$ cat src/sv/bra_pkg.sv
// ----------------------------------------------------------------------------
// bra_pkg
// Shared types and constants for the banker's-algorithm resource allocator.
// ----------------------------------------------------------------------------
package bra_pkg;

    localparam int MAX_PROCS   = 8;
    localparam int MAX_RES     = 4;
    localparam int AMOUNT_BITS = 16;
    localparam int PROC_BITS   = 3;
    localparam int RES_BITS    = 2;
    // work vector holds available plus every allocation: 9 x 16-bit values
    localparam int WORK_BITS   = AMOUNT_BITS + 4;

    localparam logic REG_NUM_PROCS = 1'b0;
    localparam logic REG_NUM_RES   = 1'b1;

    typedef logic [AMOUNT_BITS-1:0] amount_t;
    typedef amount_t [MAX_RES-1:0] vec_t;

    typedef struct packed {
        logic [PROC_BITS-1:0] proc;
        vec_t                 vec;
    } qent_t;

    typedef enum logic [2:0] {
        KIND_TOTAL   = 3'd0,
        KIND_MAX     = 3'd1,
        KIND_ALLOC   = 3'd2,
        KIND_REQUEST = 3'd3,
        KIND_RELEASE = 3'd4
    } kind_t;

    typedef enum logic [2:0] {
        STS_GRANTED     = 3'd0,
        STS_EXCEEDS     = 3'd1,
        STS_QUEUED      = 3'd2,
        STS_DROPPED     = 3'd3,
        STS_RELEASED    = 3'd4,
        STS_REL_INVALID = 3'd5
    } status_t;

    typedef enum logic [3:0] {
        S_IDLE,
        S_REQ_CHK,
        S_REL_CHK,
        S_SAFE_INIT,
        S_SAFE_STEP,
        S_GRANT,
        S_ENQ,
        S_SCAN_RD,
        S_SCAN_LOAD,
        S_SCAN_CHK,
        S_SCAN_KEEP,
        S_REPORT
    } state_t;

    typedef enum logic [1:0] {
        ROW_IN,
        ROW_CAND,
        ROW_SAFE
    } row_sel_t;

    typedef struct packed {
        logic     load_op;
        logic     pend_wr;
        logic     cmd_start;
        row_sel_t row_sel;
        logic     rel_apply;
        logic     safe_init;
        logic     safe_step;
        logic     grant;
        logic     enq;
        logic     scan_init;
        logic     q_rd;
        logic     cand_from_q;
        logic     keep;
        logic     scan_grant;
        logic     scan_fin;
        logic     set_status;
        status_t  status_code;
        logic     rep_load;
    } cmd_t;

    typedef struct packed {
        logic req_ok;
        logic afford;
        logic rel_ok;
        logic safe_fin;
        logic safe_ok;
        logic q_full;
        logic scan_end;
        logic out_free;
        logic rep_last;
    } sts_t;

endpackage

$ cat src/sv/bra_ctrl.sv
// ----------------------------------------------------------------------------
// bra_ctrl
// Command sequencer: admission, safety walk, enqueue, rescan and report.
// ----------------------------------------------------------------------------
module bra_ctrl (
    input  logic          aclk,
    input  logic          aresetn,
    input  logic          s_tvalid,
    output logic          s_tready,
    input  logic [2:0]    s_kind,
    input  logic          s_last,
    input  bra_pkg::sts_t sts,
    output bra_pkg::cmd_t cmd
);
    import bra_pkg::*;

    state_t state_reg, state_next;
    logic   scan_ctx_reg, scan_ctx_next;
    logic   vec_kind;

    assign vec_kind = (s_kind == KIND_REQUEST) || (s_kind == KIND_RELEASE);

    always_comb begin
        state_next    = state_reg;
        scan_ctx_next = scan_ctx_reg;
        case (state_reg)
            S_IDLE: begin
                if (s_tvalid && vec_kind && s_last) begin
                    scan_ctx_next = 1'b0;
                    state_next = (s_kind == KIND_REQUEST) ? S_REQ_CHK : S_REL_CHK;
                end
            end
            S_REQ_CHK: begin
                if (!sts.req_ok)   state_next = S_REPORT;
                else if (sts.afford) state_next = S_SAFE_INIT;
                else               state_next = S_ENQ;
            end
            S_REL_CHK: begin
                if (!sts.rel_ok) begin
                    state_next = S_REPORT;
                end else begin
                    scan_ctx_next = 1'b1;
                    state_next    = S_SCAN_RD;
                end
            end
            S_SAFE_INIT: state_next = S_SAFE_STEP;
            S_SAFE_STEP: begin
                if (sts.safe_fin) begin
                    if (sts.safe_ok)   state_next = S_GRANT;
                    else if (scan_ctx_reg) state_next = S_SCAN_KEEP;
                    else               state_next = S_ENQ;
                end
            end
            S_GRANT:     state_next = scan_ctx_reg ? S_SCAN_RD : S_REPORT;
            S_ENQ:       state_next = S_REPORT;
            S_SCAN_RD:   state_next = sts.scan_end ? S_REPORT : S_SCAN_LOAD;
            S_SCAN_LOAD: state_next = S_SCAN_CHK;
            S_SCAN_CHK:  state_next = (sts.req_ok && sts.afford) ? S_SAFE_INIT : S_SCAN_KEEP;
            S_SCAN_KEEP: state_next = S_SCAN_RD;
            S_REPORT: begin
                if (sts.out_free && sts.rep_last) state_next = S_IDLE;
            end
            default:     state_next = S_IDLE;
        endcase
    end

    always_comb begin
        cmd             = '0;
        cmd.row_sel     = ROW_CAND;
        cmd.status_code = STS_GRANTED;
        s_tready        = 1'b0;
        case (state_reg)
            S_IDLE: begin
                s_tready    = 1'b1;
                cmd.row_sel = ROW_IN;
                if (s_tvalid) begin
                    cmd.load_op   = (s_kind inside {KIND_TOTAL, KIND_MAX, KIND_ALLOC});
                    cmd.pend_wr   = vec_kind;
                    cmd.cmd_start = vec_kind && s_last;
                end
            end
            S_REQ_CHK: begin
                if (!sts.req_ok) begin
                    cmd.set_status  = 1'b1;
                    cmd.status_code = STS_EXCEEDS;
                end
            end
            S_REL_CHK: begin
                if (!sts.rel_ok) begin
                    cmd.set_status  = 1'b1;
                    cmd.status_code = STS_REL_INVALID;
                end else begin
                    cmd.rel_apply = 1'b1;
                    cmd.scan_init = 1'b1;
                end
            end
            S_SAFE_INIT: cmd.safe_init = 1'b1;
            S_SAFE_STEP: begin
                cmd.row_sel   = ROW_SAFE;
                cmd.safe_step = 1'b1;
            end
            S_GRANT: begin
                cmd.grant = 1'b1;
                if (scan_ctx_reg) begin
                    cmd.scan_grant = 1'b1;
                end else begin
                    cmd.set_status  = 1'b1;
                    cmd.status_code = STS_GRANTED;
                end
            end
            S_ENQ: begin
                cmd.set_status = 1'b1;
                if (sts.q_full) begin
                    cmd.status_code = STS_DROPPED;
                end else begin
                    cmd.enq         = 1'b1;
                    cmd.status_code = STS_QUEUED;
                end
            end
            S_SCAN_RD: begin
                if (sts.scan_end) begin
                    cmd.scan_fin    = 1'b1;
                    cmd.set_status  = 1'b1;
                    cmd.status_code = STS_RELEASED;
                end else begin
                    cmd.q_rd = 1'b1;
                end
            end
            S_SCAN_LOAD: cmd.cand_from_q = 1'b1;
            S_SCAN_CHK:  ;
            S_SCAN_KEEP: cmd.keep = 1'b1;
            S_REPORT:    cmd.rep_load = sts.out_free;
            default:     ;
        endcase
    end

    always_ff @(posedge aclk) begin
        if (!aresetn) begin
            state_reg    <= S_IDLE;
            scan_ctx_reg <= 1'b0;
        end else begin
            state_reg    <= state_next;
            scan_ctx_reg <= scan_ctx_next;
        end
    end

endmodule

$ cat config.mk
export PLATFORM = sky130hd
export DESIGN_NAME = bra_ctrl
export DESIGN_NICKNAME = d
export VERILOG_FILES = /design/src/sv/bra_pkg.sv /design/src/sv/bra_ctrl.sv
export SDC_FILE = /design/constraint.sdc
export NUM_CORES = 1
export LEC_CHECK = 0
export BUFFER_PORTS_ARGS = -buffer_cell sky130_fd_sc_hd__buf_2
export CAP_MARGIN = 20
export CELL_PAD_IN_SITES_DETAIL_PLACEMENT = 1
export CELL_PAD_IN_SITES_GLOBAL_PLACEMENT = 1
export CORE_UTILIZATION = 28
export CTS_CLUSTER_SIZE = 20
export DETAILED_ROUTE_END_ITERATION = 10
export GPL_ROUTABILITY_DRIVEN = 0
export PLACE_DENSITY = 0.84
export SLEW_MARGIN = 20
export SYNTH_ARGS = -nofsm -noshare
export SYNTH_HDL_FRONTEND = slang
export SYNTH_SLANG_ARGS = --single-unit
$ cat constraint.sdc
create_clock -name aclk -period 1.5 [get_ports aclk]
set_input_delay 0.225 -clock aclk [delete_from_list [all_inputs] [get_ports aclk]]
set_output_delay 0.225 -clock aclk [all_outputs]
set_load 0.05 [all_outputs]
==> flow_summary.json, run 1 <==
{
  "numClockSinks": 5,
  "crit_endpoint": "cmd[18]",
  "die_x_um": 51.0,
  "async_flop_share_pct": 0,
  "numPortBuffers": 37,
  "tool.error": "[ERROR DPL-0033] detailed placement checks failed during check placement.",
  "ys_warn_count": 0,
  "synth_nets": 117,
  "netlist_top_cells_count": "11 x nand2_1, 10 x nor2_1, 10 x nor3_1",
  "ys_seq_elements": 5,
  "yosysMostFrequentCell": "nand2_1",
  "cts_inserted_buffers": 3,
  "synth_cell_types": 38,
  "die_h_um": 51.0,
  "synthesis.area_um2": 673,
  "antenna_found_initial": 0,
  "netlist.area_leader.share_pct": 14.9,
  "lastStage": "5_1_grt",
  "clock_path_buffers": 2,
  "synth_edf_count": 0,
  "clockRootBuffer": "clkbuf_4",
  "dp_hpwl_um": 2570,
  "worst_path_end_type": "primary output",
  "htreeDepth": 1,
  "pre_cts_slack_ns": -0.198,
  "ys_seq_area_share_pct": 14.9,
  "ios": 38,
  "synth_top_area_cell": "dfxtp_1",
  "synth_cells": 101,
  "synth_area_per_cell_um2": 6.66,
  "ys.flop_type": "dfxtp_1",
  "synth_area_leaders": "dfxtp_1 15%, nor3_1 7.4%, nand2_1 6.1%, nand2b_1 5.6%, nor2_1 5.6%",
  "run_status": "aborted with a tool error",
  "initial_core_util_pct": 30.1,
  "grt_max_degree": 15,
  "fp-row-count": 17
}
## timing repair
action | in CTS
setup buffers | 6
resized for setup | 66
pin swaps | 7
setup endpoints to repair | 25
hold buffers | 0
## per-stage QoR
step / std cells / cell area [µm²] / util (%) / TNS (ns) / hold WS, ns
floorplan: 101 / 852 / - / -3.76 / 0.348
global placement: 184 / 1190 / 53.4 / -0.158 / 0.489
detailed placement: 184 / 1190 / 53.4 / -0.425 / 0.505
CTS: 194 / 1510 / 67.6 / -1.83 / 0.250
## logic make-up after synthesis
logic type	count (synthesis)	synth area share, %
simple gates	53	44.1
buf+inv	14	10.8
flops	5	14.9
compound gates	29	30.3
==> run 2: changes to the inputs <==
CELL_PAD_IN_SITES_DETAIL_PLACEMENT = default   (was 1)
CELL_PAD_IN_SITES_GLOBAL_PLACEMENT = default   (was 1)
CORE_AREA = 2 2 63 65   (was default)
CORE_UTILIZATION = default   (was 28)
CTS_CLUSTER_SIZE = default   (was 20)
DIE_AREA = 0 0 65 67   (was default)
PLACE_DENSITY = default   (was 0.84)
PLACE_DENSITY_LB_ADDON = 0.15   (was default)
==> run 2 against run 1 <==
- the flow now finishes, with violations (negative setup slack)
- synthesized cell count is the same
- area after synthesis is the same
==> flow_summary.json, run 2 <==
{
  "fillers": 381,
  "p_leak_uw": 0.000718,
  "yosysMostFrequentCell": "nand2_1",
  "nNetsFinal": 188,
  "detail-route-antenna-nets": 0,
  "violations": "negative setup slack",
  "numClockSinks": 5,
  "critPathKind": "reg2out",
  "critPathArrivalTime_ns": 1.48,
  "slew_violations": 0,
  "final_common_cell": "buf_4",
  "path_clk_slew_ns": 0.04,
  "cp-end-kind": "primary output",
  "async_flop_share_pct": 0,
  "via_count": 1013,
  "crit_required_ns": 1.27,
  "place_area_mm2": 0.00124,
  "max_slew_margin_pct": 76.8,
  "fin_crit_ns": 1.70,
  "via_per_inst": 4.63,
  "worstMarginPinSlew_ns": 0.345,
  "fp-row-count": 22,
  "synth_cell_types": 38,
  "ff2ff_setup_slack_ns": 0.03,
  "setup_viol": 15,
  "synth_cells": 101,
  "netlist_top_cells_count": "11 x nand2_1, 10 x nor2_1, 10 x nor3_1",
  "clockRootBuffer": "clkbuf_8",
  "grt_usage_pct": 13.0,
  "clock_path_buffers": 2,
  "cellPowerDensity_mw_per_mm2": 1520,
  "routed_wl_um": 2740,
  "hp-class": "in2reg",
  "stdcell_count": 219,
  "hold_viol_final": 0,
  "synth_edf_count": 0,
  "numPortBuffers": 37,
  "synth_area_leaders": "dfxtp_1 15%, nor3_1 7.4%, nand2_1 6.1%, nand2b_1 5.6%, nor2_1 5.6%",
  "initial_core_util_pct": 18.7,
  "drive_above_1_share_pct": 69.0,
  "grt_pass1_wl_um": 4430,
  "drcViolationCount": 0,
  "dieArea_mm2": 0.00436,
  "run_status": "finished, violations left",
  "cts_tree": "done",
  "ys_seq_area_share_pct": 14.9,
  "htreeDepth": 1,
  "netlist.area_leader.share_pct": 14.9,
  "dpl.cell_count": 206,
  "ys.flop_type": "dfxtp_1",
  "ios": 38,
  "critPathBufInv": 1,
  "antenna_found_initial": 0,
  "fmax_mhz": 587,
  "grt_pass1_vias": 986,
  "first_iter_violations": 32,
  "vdd_drop_max_uv": 785,
  "final_design_area_no_fill_mm2": 0.00165,
  "synth_area_per_cell_um2": 6.66,
  "dp_hpwl_um": 2100,
  "cpLargestDelayFamily": "simple AND/OR/NAND/NOR gates",
  "grt-ovfl-total": 0,
  "setup_ws_ns": -0.202,
  "drv_cap": 0,
  "syn_to_final_growth_pct": 145,
  "rsz0062_at_grt": "true",
  "critPathMaxFanout": 4,
  "ys_warn_count": 0,
  "die_x_um": 65,
  "first_pass_iters": 4,
  "insertion_delay_ns": 0.22,
  "core_area_mm2": 0.00361,
  "layout_common_cells": "30 x buf_4, 24 x buf_6, 15 x buf_2",
  "insertedDiodeCount": 0,
  "synthesis.area_um2": 673,
  "wl_per_cell_um": 12.5,
  "start_kind": "flop",
  "largest_reg_flops": 4,
  "critPathMaxStageDelay_ns": 0.39,
  "cpMaxStageDelayCell": "nor4_4",
  "die_h_um": 67,
  "grt_max_degree": 13,
  "period_share_pct": 113,
  "finClkSkew_ns": 0.00329,
  "ys_seq_elements": 5,
  "cts_inserted_buffers": 3,
  "synth_nets": 117,
  "path_cells": "nor4_4 -> nand2_2 -> a211oi_4 -> buf_6",
  "synth_top_area_cell": "dfxtp_1"
}
==> run 2: cell counts after synthesis <==
Identical to the previous run, type by type.
==> run 2: worst reg2reg max path, stage by stage (launching register included) <==
cell     delay (ns)
dfxtp_2        0.36
buf_12         0.14
buf_4          0.15
nand2_4        0.10
a211o_1        0.30
and3_4         0.18
o211a_1        0.12
==> run 2: layer usage <==
layer  global-route usage [%]  vias to the layer above  part of all wire, %
li1                         -                      507                    -
met1                     16.1                      476                   40
met2                     23.8                       30                   55
met3                     1.86                        0                  4.9
met4                     2.39                        0                    0
met5                        0                        -                    0
==> run 2: metrics by stage <==
stage / hold WS (ns) / worst slack, ns / power [µW] / util, % / TNS (ns)
5_1_grt: 0.276 / -0.269 / 2660 / 45.7 / -2.21
4_1_cts: 0.271 / -0.220 / 2310 / 41.9 / -1.19
6_report: 0.274 / -0.202 / 2500 / 45.7 / -1.10
3_3_place_gp: 0.494 / -0.122 / 1790 / 34.5 / -0.287
2_1_floorplan: 0.348 / -0.585 / 1330 / - / -3.76
3_5_place_dp: 0.499 / -0.138 / 1790 / 34.5 / -0.305
==> run 2: layout make-up <==
| class | instances | area (µm²) | share of cell area [%] |
|---|---|---|---|
| well taps | 48 | 60.1 | 3.65 |
| flip-flops and latches | 5 | 113 | 6.84 |
| inverters | 6 | 22.5 | 1.37 |
| multi-input cells | 82 | 756 | 45.9 |
| repair buffers | 74 | 651 | 39.5 |
| clock buffers | 4 | 45.0 | 2.74 |
==> run 2: final timing paths <==
kind | startpoint | end | depth (start not counted)
setup reg to reg | state_reg[0] | state_reg[2] | 6
setup / recovery | state_reg[0] | cmd[20] | 4
hold reg to reg | scan_ctx_reg | scan_ctx_reg | 2
hold / removal | aresetn | state_reg[2] | 2
==> run 2: kinds of logic (layout without fill, tap and decap cells) <==
family	after synthesis	in the layout	synth area share, %
AOI/OAI and AO/OA	29	29	30.3
buffers and inverters	14	84	10.8
DFF	5	5	14.9
and+or+nand+nor	53	53	44.1
==> run 2: repair_timing <==
item,in CTS,in global routing
endpoints found under the setup margin,23,23
resized for setup,58,23
pin swaps,5,6
setup buffers,3,6
hold buffers,0,0
==> run 2: power by group <==
group,internal [µW],switching [µW]
registers,182,72.7
logic,921,1080
clock network,182,63.4
total,1280,1210
(Power assumes the default switching activity.)
==> run 3: changes to the inputs <==
REMOVE_ABC_BUFFERS = 1   (was default)
==> run 3 against run 2 <==
- non-clock buffer count decreased by 6
- clock-buffer cell count unchanged
- sequential share of layout area increased by 0.88 points
- the flow still finishes with violations (negative setup slack)
- highest routed layer is now met4
- critical endpoint unchanged
==> flow_summary.json, run 3 (synthesis gave the netlist of run 2 again) <==
{
  "fin_crit_ns": 1.63,
  "violations": "negative setup slack",
  "insertedDiodeCount": 0,
  "cpMaxStageDelayCell": "dfxtp_2",
  "use_met2_pct": 21.3,
  "max_slew_margin_pct": 78.6,
  "critPathArrivalTime_ns": 1.41,
  "grt_max_degree": 19,
  "fillers": 385,
  "hp-class": "in2reg",
  "critPathMaxStageDelay_ns": 0.33,
  "vdd_drop_max_uv": 1070,
  "fp-row-count": 22,
  "detail-route-antenna-nets": 0,
  "utilization_pct": 38.7,
  "setup_ws_ns": -0.131,
  "critPathKind": "reg2out",
  "path_cells": "nor4_2 -> buf_4 -> nand2_4 -> a211oi_4 -> buf_6",
  "via_count": 970,
  "grt_pass1_vias": 940,
  "insertion_delay_ns": 0.22,
  "cp-end-kind": "primary output",
  "largest_reg_flops": 4,
  "rsz0062_at_grt": "true",
  "multi_input_area_um2": 627,
  "critPathBufInv": 2,
  "grt_pass1_wl_um": 4150,
  "cellPowerDensity_mw_per_mm2": 1610,
  "clockRootBuffer": "clkbuf_8",
  "die_h_um": 67,
  "dieArea_mm2": 0.00436,
  "power_uw": 2250,
  "final_design_area_no_fill_mm2": 0.00139,
  "p_leak_uw": 0.000637,
  "whs_ns": 0.270,
  "start_kind": "flop",
  "first_pass_iters": 4,
  "gr-usage-met3_pct": 3.21,
  "busiest_layer": "met2",
  "cts_inserted_buffers": 3,
  "nNetsFinal": 182,
  "grt_usage_pct": 12.4,
  "cts_tree": "done",
  "ios": 38,
  "cpLargestDelayFamily": "buffers and inverters",
  "grt-ovfl-total": 0,
  "drive_above_1_share_pct": 59.4,
  "final_common_cell": "buf_4",
  "clock_path_buffers": 2,
  "path_clk_slew_ns": 0.03,
  "crit_required_ns": 1.27,
  "dp_hpwl_um": 2030,
  "pre_cts_slack_ns": -0.128,
  "wl_per_cell_um": 12.4,
  "core_area_mm2": 0.00361,
  "finClkSkew_ns": 0.00285,
  "worstMarginPinSlew_ns": 0.319,
  "htreeDepth": 1,
  "place_area_mm2": 0.00105,
  "drv_cap": 0,
  "setup_viol": 14,
  "fmax_mhz": 613,
  "initial_core_util_pct": 18.7,
  "drcViolationCount": 0,
  "syn_to_final_growth_pct": 107,
  "routed_wl_um": 2640,
  "ff_latch_area_um2": 108,
  "numPortBuffers": 37,
  "antenna_found_initial": 0,
  "via_per_inst": 4.55,
  "period_share_pct": 109,
  "run_status": "finished, violations left",
  "hold_viol_final": 0,
  "critPathMaxFanout": 4,
  "first_iter_violations": 38,
  "die_x_um": 65,
  "grt_use_met1_pct": 15.4,
  "layout_common_cells": "35 x buf_4, 17 x buf_2, 15 x buf_6",
  "numClockSinks": 5,
  "slew_violations": 0
}
==> run 3: cell count changes in the layout (fill, tap and decap cells not counted), sizes merged <==
cell / delta
buf: -6
==> run 3: through the flow <==
| step | instances | TNS, ns |
|---|---|---|
| 5_1_grt | 213 | -2.32 |
| 3_3_place_gp | 202 | -0.143 |
| 4_1_cts | 213 | -1.46 |
| 3_5_place_dp | 202 | -0.166 |
| 6_report | 213 | -0.908 |
| 2_1_floorplan | 93 | -20.68 |
==> run 3: cell type report <==
| cell class | count | share of cell area, % |
|---|---|---|
| Multi-Input combinational cell | 82 | 45.0 |
| Timing Repair Buffer | 68 | 38.2 |
| Sequential cell | 5 | 7.72 |
| Tap cell | 48 | 4.31 |
| Clock buffer | 4 | 3.23 |
| Inverter | 6 | 1.62 |
==> run 3: metal layers <==
| metal | up-vias | wire length, µm |
|---|---|---|
| li1 | 487 | - |
| met1 | 435 | 1200 |
| met2 | 43 | 1250 |
| met3 | 5 | 160 |
| met4 | 0 | 32 |
| met5 | - | 0 |
==> run 3: final timing paths <==
| path | from | endpoint | slack, ns | cells after the start |
|---|---|---|---|---|
| min | aresetn | state_reg[2] | 0.27 | 2 |
| max reg2reg | state_reg[1] | state_reg[2] | 0 | 8 |
| max | state_reg[0] | cmd[20] | -0.13 | 5 |
| min reg2reg | scan_ctx_reg | scan_ctx_reg | 0.78 | 3 |
==> run 3: report_power, final <==
part           internal (µW)  switching (µW)
logic                    795             972
clock network            182            63.6
registers                178            56.6
==> run 3: timing repair <==
item	in CTS	in global routing
setup endpoints to repair	20	25
pin swaps	7	9
buffers inserted	7	1
gates resized for setup	53	19
hold buffers	0	0
==> run 3: worst register-to-register path, cell delays in order, from the launching register on <==
cell	delay, ns
dfxtp_4	0.34
buf_6	0.12
buf_6	0.12
buf_4	0.15
buf_4	0.15
nor2b_1	0.10
o21ai_1	0.06
a211oi_1	0.22
o211a_1	0.17
==> run 4: changes to the inputs <==
ABC_AREA = 1   (was default)
MAX_ROUTING_LAYER = met4   (was default)
==> run 4 against run 3 <==
- non-clock buffer count shrank 14
- sequential power rose by 20%
- global-route usage shrank 1.1 points
- wire length down 9.7%
- largest cell class unchanged
- combinational power increased by 3%
- clock power barely moved
- critical path depth is 1 lower
- critical path type unchanged
- maximum frequency up 8.3%
- sequential cell count did not move
- core utilization fell by 1.1 points
- the run still ends with negative setup slack left
==> flow_summary.json, run 4 <==
{
  "run_status": "finished, violations left",
  "violations": "negative setup slack",
  "synth_edf_count": 0,
  "vdd_drop_max_uv": 989,
  "syn_to_final_growth_pct": 110,
  "ff2ff_setup_slack_ns": 0.13,
  "routed_wl_um": 2380,
  "final_common_cell": "nand2_1",
  "hold_viol_final": 0,
  "numPortBuffers": 37,
  "grt-ovfl-total": 0,
  "largest_reg_flops": 4,
  "grt_max_degree": 7,
  "drive_above_1_share_pct": 56.7,
  "nNetsFinal": 204,
  "whs_ns": 0.254,
  "fp-row-count": 22,
  "synth_area_leaders": "nand2_1 24%, dfxtp_1 16%, nor2_1 15%, nand3_1 13%, inv_1 11%",
  "cts_tree": "done",
  "initial_core_util_pct": 17.9,
  "cts_hold_repair.buffers": 0,
  "hp-class": "in2reg",
  "period_share_pct": 100,
  "synth_top_area_cell": "nand2_1",
  "grt_pass1_wl_um": 3730,
  "numClockSinks": 5,
  "critPathKind": "reg2out",
  "via_count": 970,
  "p_leak_uw": 0.000730,
  "synth_cell_types": 19,
  "critPathMaxFanout": 6,
  "first_iter_violations": 9,
  "cts_inserted_buffers": 3,
  "die_h_um": 67,
  "setup_tns_ns": -0.0133,
  "clockRootBuffer": "clkbuf_8",
  "antenna_found_initial": 0,
  "finClkSkew_ns": 0.00316,
  "synthesis.area_um2": 644,
  "ys_seq_area_share_pct": 15.5,
  "yosysMostFrequentCell": "nand2_1",
  "critPathArrivalTime_ns": 1.28,
  "rsz0062_at_grt": "true",
  "cp-end-kind": "primary output",
  "netlist.area_leader.share_pct": 24.5,
  "detail-route-antenna-nets": 0,
  "path_clk_slew_ns": 0.04,
  "crit_required_ns": 1.27,
  "grt_usage_pct": 11.2,
  "fin_crit_ns": 1.51,
  "ys_warn_count": 0,
  "cellPowerDensity_mw_per_mm2": 1740,
  "clock_path_buffers": 2,
  "drv_cap": 0,
  "ys.flop_type": "dfxtp_1",
  "layout_common_cells": "32 x nand2_1, 17 x buf_2, 16 x buf_4",
  "ys_seq_elements": 5,
  "fillers": 394,
  "async_flop_share_pct": 0,
  "wl_per_cell_um": 10.1,
  "synth_area_per_cell_um2": 4.92,
  "start_kind": "flop",
  "fmax_mhz": 664,
  "core_area_mm2": 0.00361,
  "dp_hpwl_um": 1920,
  "ios": 38,
  "setup_viol": 3,
  "drcViolationCount": 0,
  "netlist_top_cells_count": "42 x nand2_1, 26 x nor2_1, 19 x inv_1",
  "via_per_inst": 4.13,
  "die_x_um": 65,
  "slew_violations": 0,
  "first_pass_iters": 4,
  "synth_cells": 131,
  "setup_ws_ns": -0.00637,
  "htreeDepth": 1,
  "insertion_delay_ns": 0.22,
  "grt_pass1_vias": 894,
  "dieArea_mm2": 0.00436,
  "insertedDiodeCount": 0,
  "worstMarginPinSlew_ns": 0.236,
  "max_slew_margin_pct": 84.3
}
run 4: worst max-delay path: stages, from the launching register on:
cell and delay [ns]:
dfxtp_4 0.36, nor2_4 0.23, nand3_1 0.19, inv_2 0.13, buf_6 0.16
run 4: worst paths after layout:
| check | startpoint | end | cells after the start |
|---|---|---|---|
| max | state_reg[3] | cmd[10] | 4 |
| min | aresetn | state_reg[0] | 3 |
| max reg2reg | state_reg[1] | state_reg[3] | 10 |
| min reg2reg | state_reg[3] | state_reg[3] | 2 |
run 4: through the flow:
stage          std cells  util, %  total power, µW  setup WS, ns  cell area [µm²]
6_report             235     37.5             2350      -0.00637             1350
5_1_grt              235     37.5             2530       -0.0681             1350
4_1_cts              232     32.9             2140       -0.0302             1180
3_5_place_dp         226     26.8             1610      -0.00547              965
3_3_place_gp         226     26.8             1620      -0.00489              965
2_1_floorplan        129        -             1170        -0.869              629
run 4: cells by family (layout without fill, tap and decap cells):
family | Yosys count | count (layout) | synth area share [%]
compound gates | 7 | 7 | 6.99
flops | 5 | 5 | 15.5
buf+inv | 25 | 81 | 15.7
simple gates | 94 | 94 | 61.7
run 4: power by group:
group          internal, µW  switching (µW)
registers               195            87.8
logic                   700            1120
clock network           182            65.5
total                  1080            1280
run 4: cell type report:
type | instances | area (µm²) | area share (%)
inverters | 23 | 93.8 | 6.93
multi-input cells | 101 | 587 | 43.3
repair buffers | 54 | 453 | 33.5
flip-flops and latches | 5 | 115 | 8.50
well taps | 48 | 60.1 | 4.44
clock buffers | 4 | 45.0 | 3.33
run 4: repair_timing:
action / CTS / global route
gates resized for setup: 57 / 44
hold endpoints to repair: 0 / 0
setup endpoints to repair: 20 / 24
buffers inserted: 2 / 4
pin swaps: 4 / 19
run 4: metal layers:
layer | GRT usage, % | up-vias | wire, µm | part of all wire (%)
li1 | - | 516 | - | -
met1 | 14.1 | 426 | 1120 | 47
met2 | 19.3 | 28 | 1140 | 48
met3 | 2.36 | 0 | 117 | 4.9
met4 | 0.798 | 0 | 0 | 0
met5 | - | - | 0 | 0
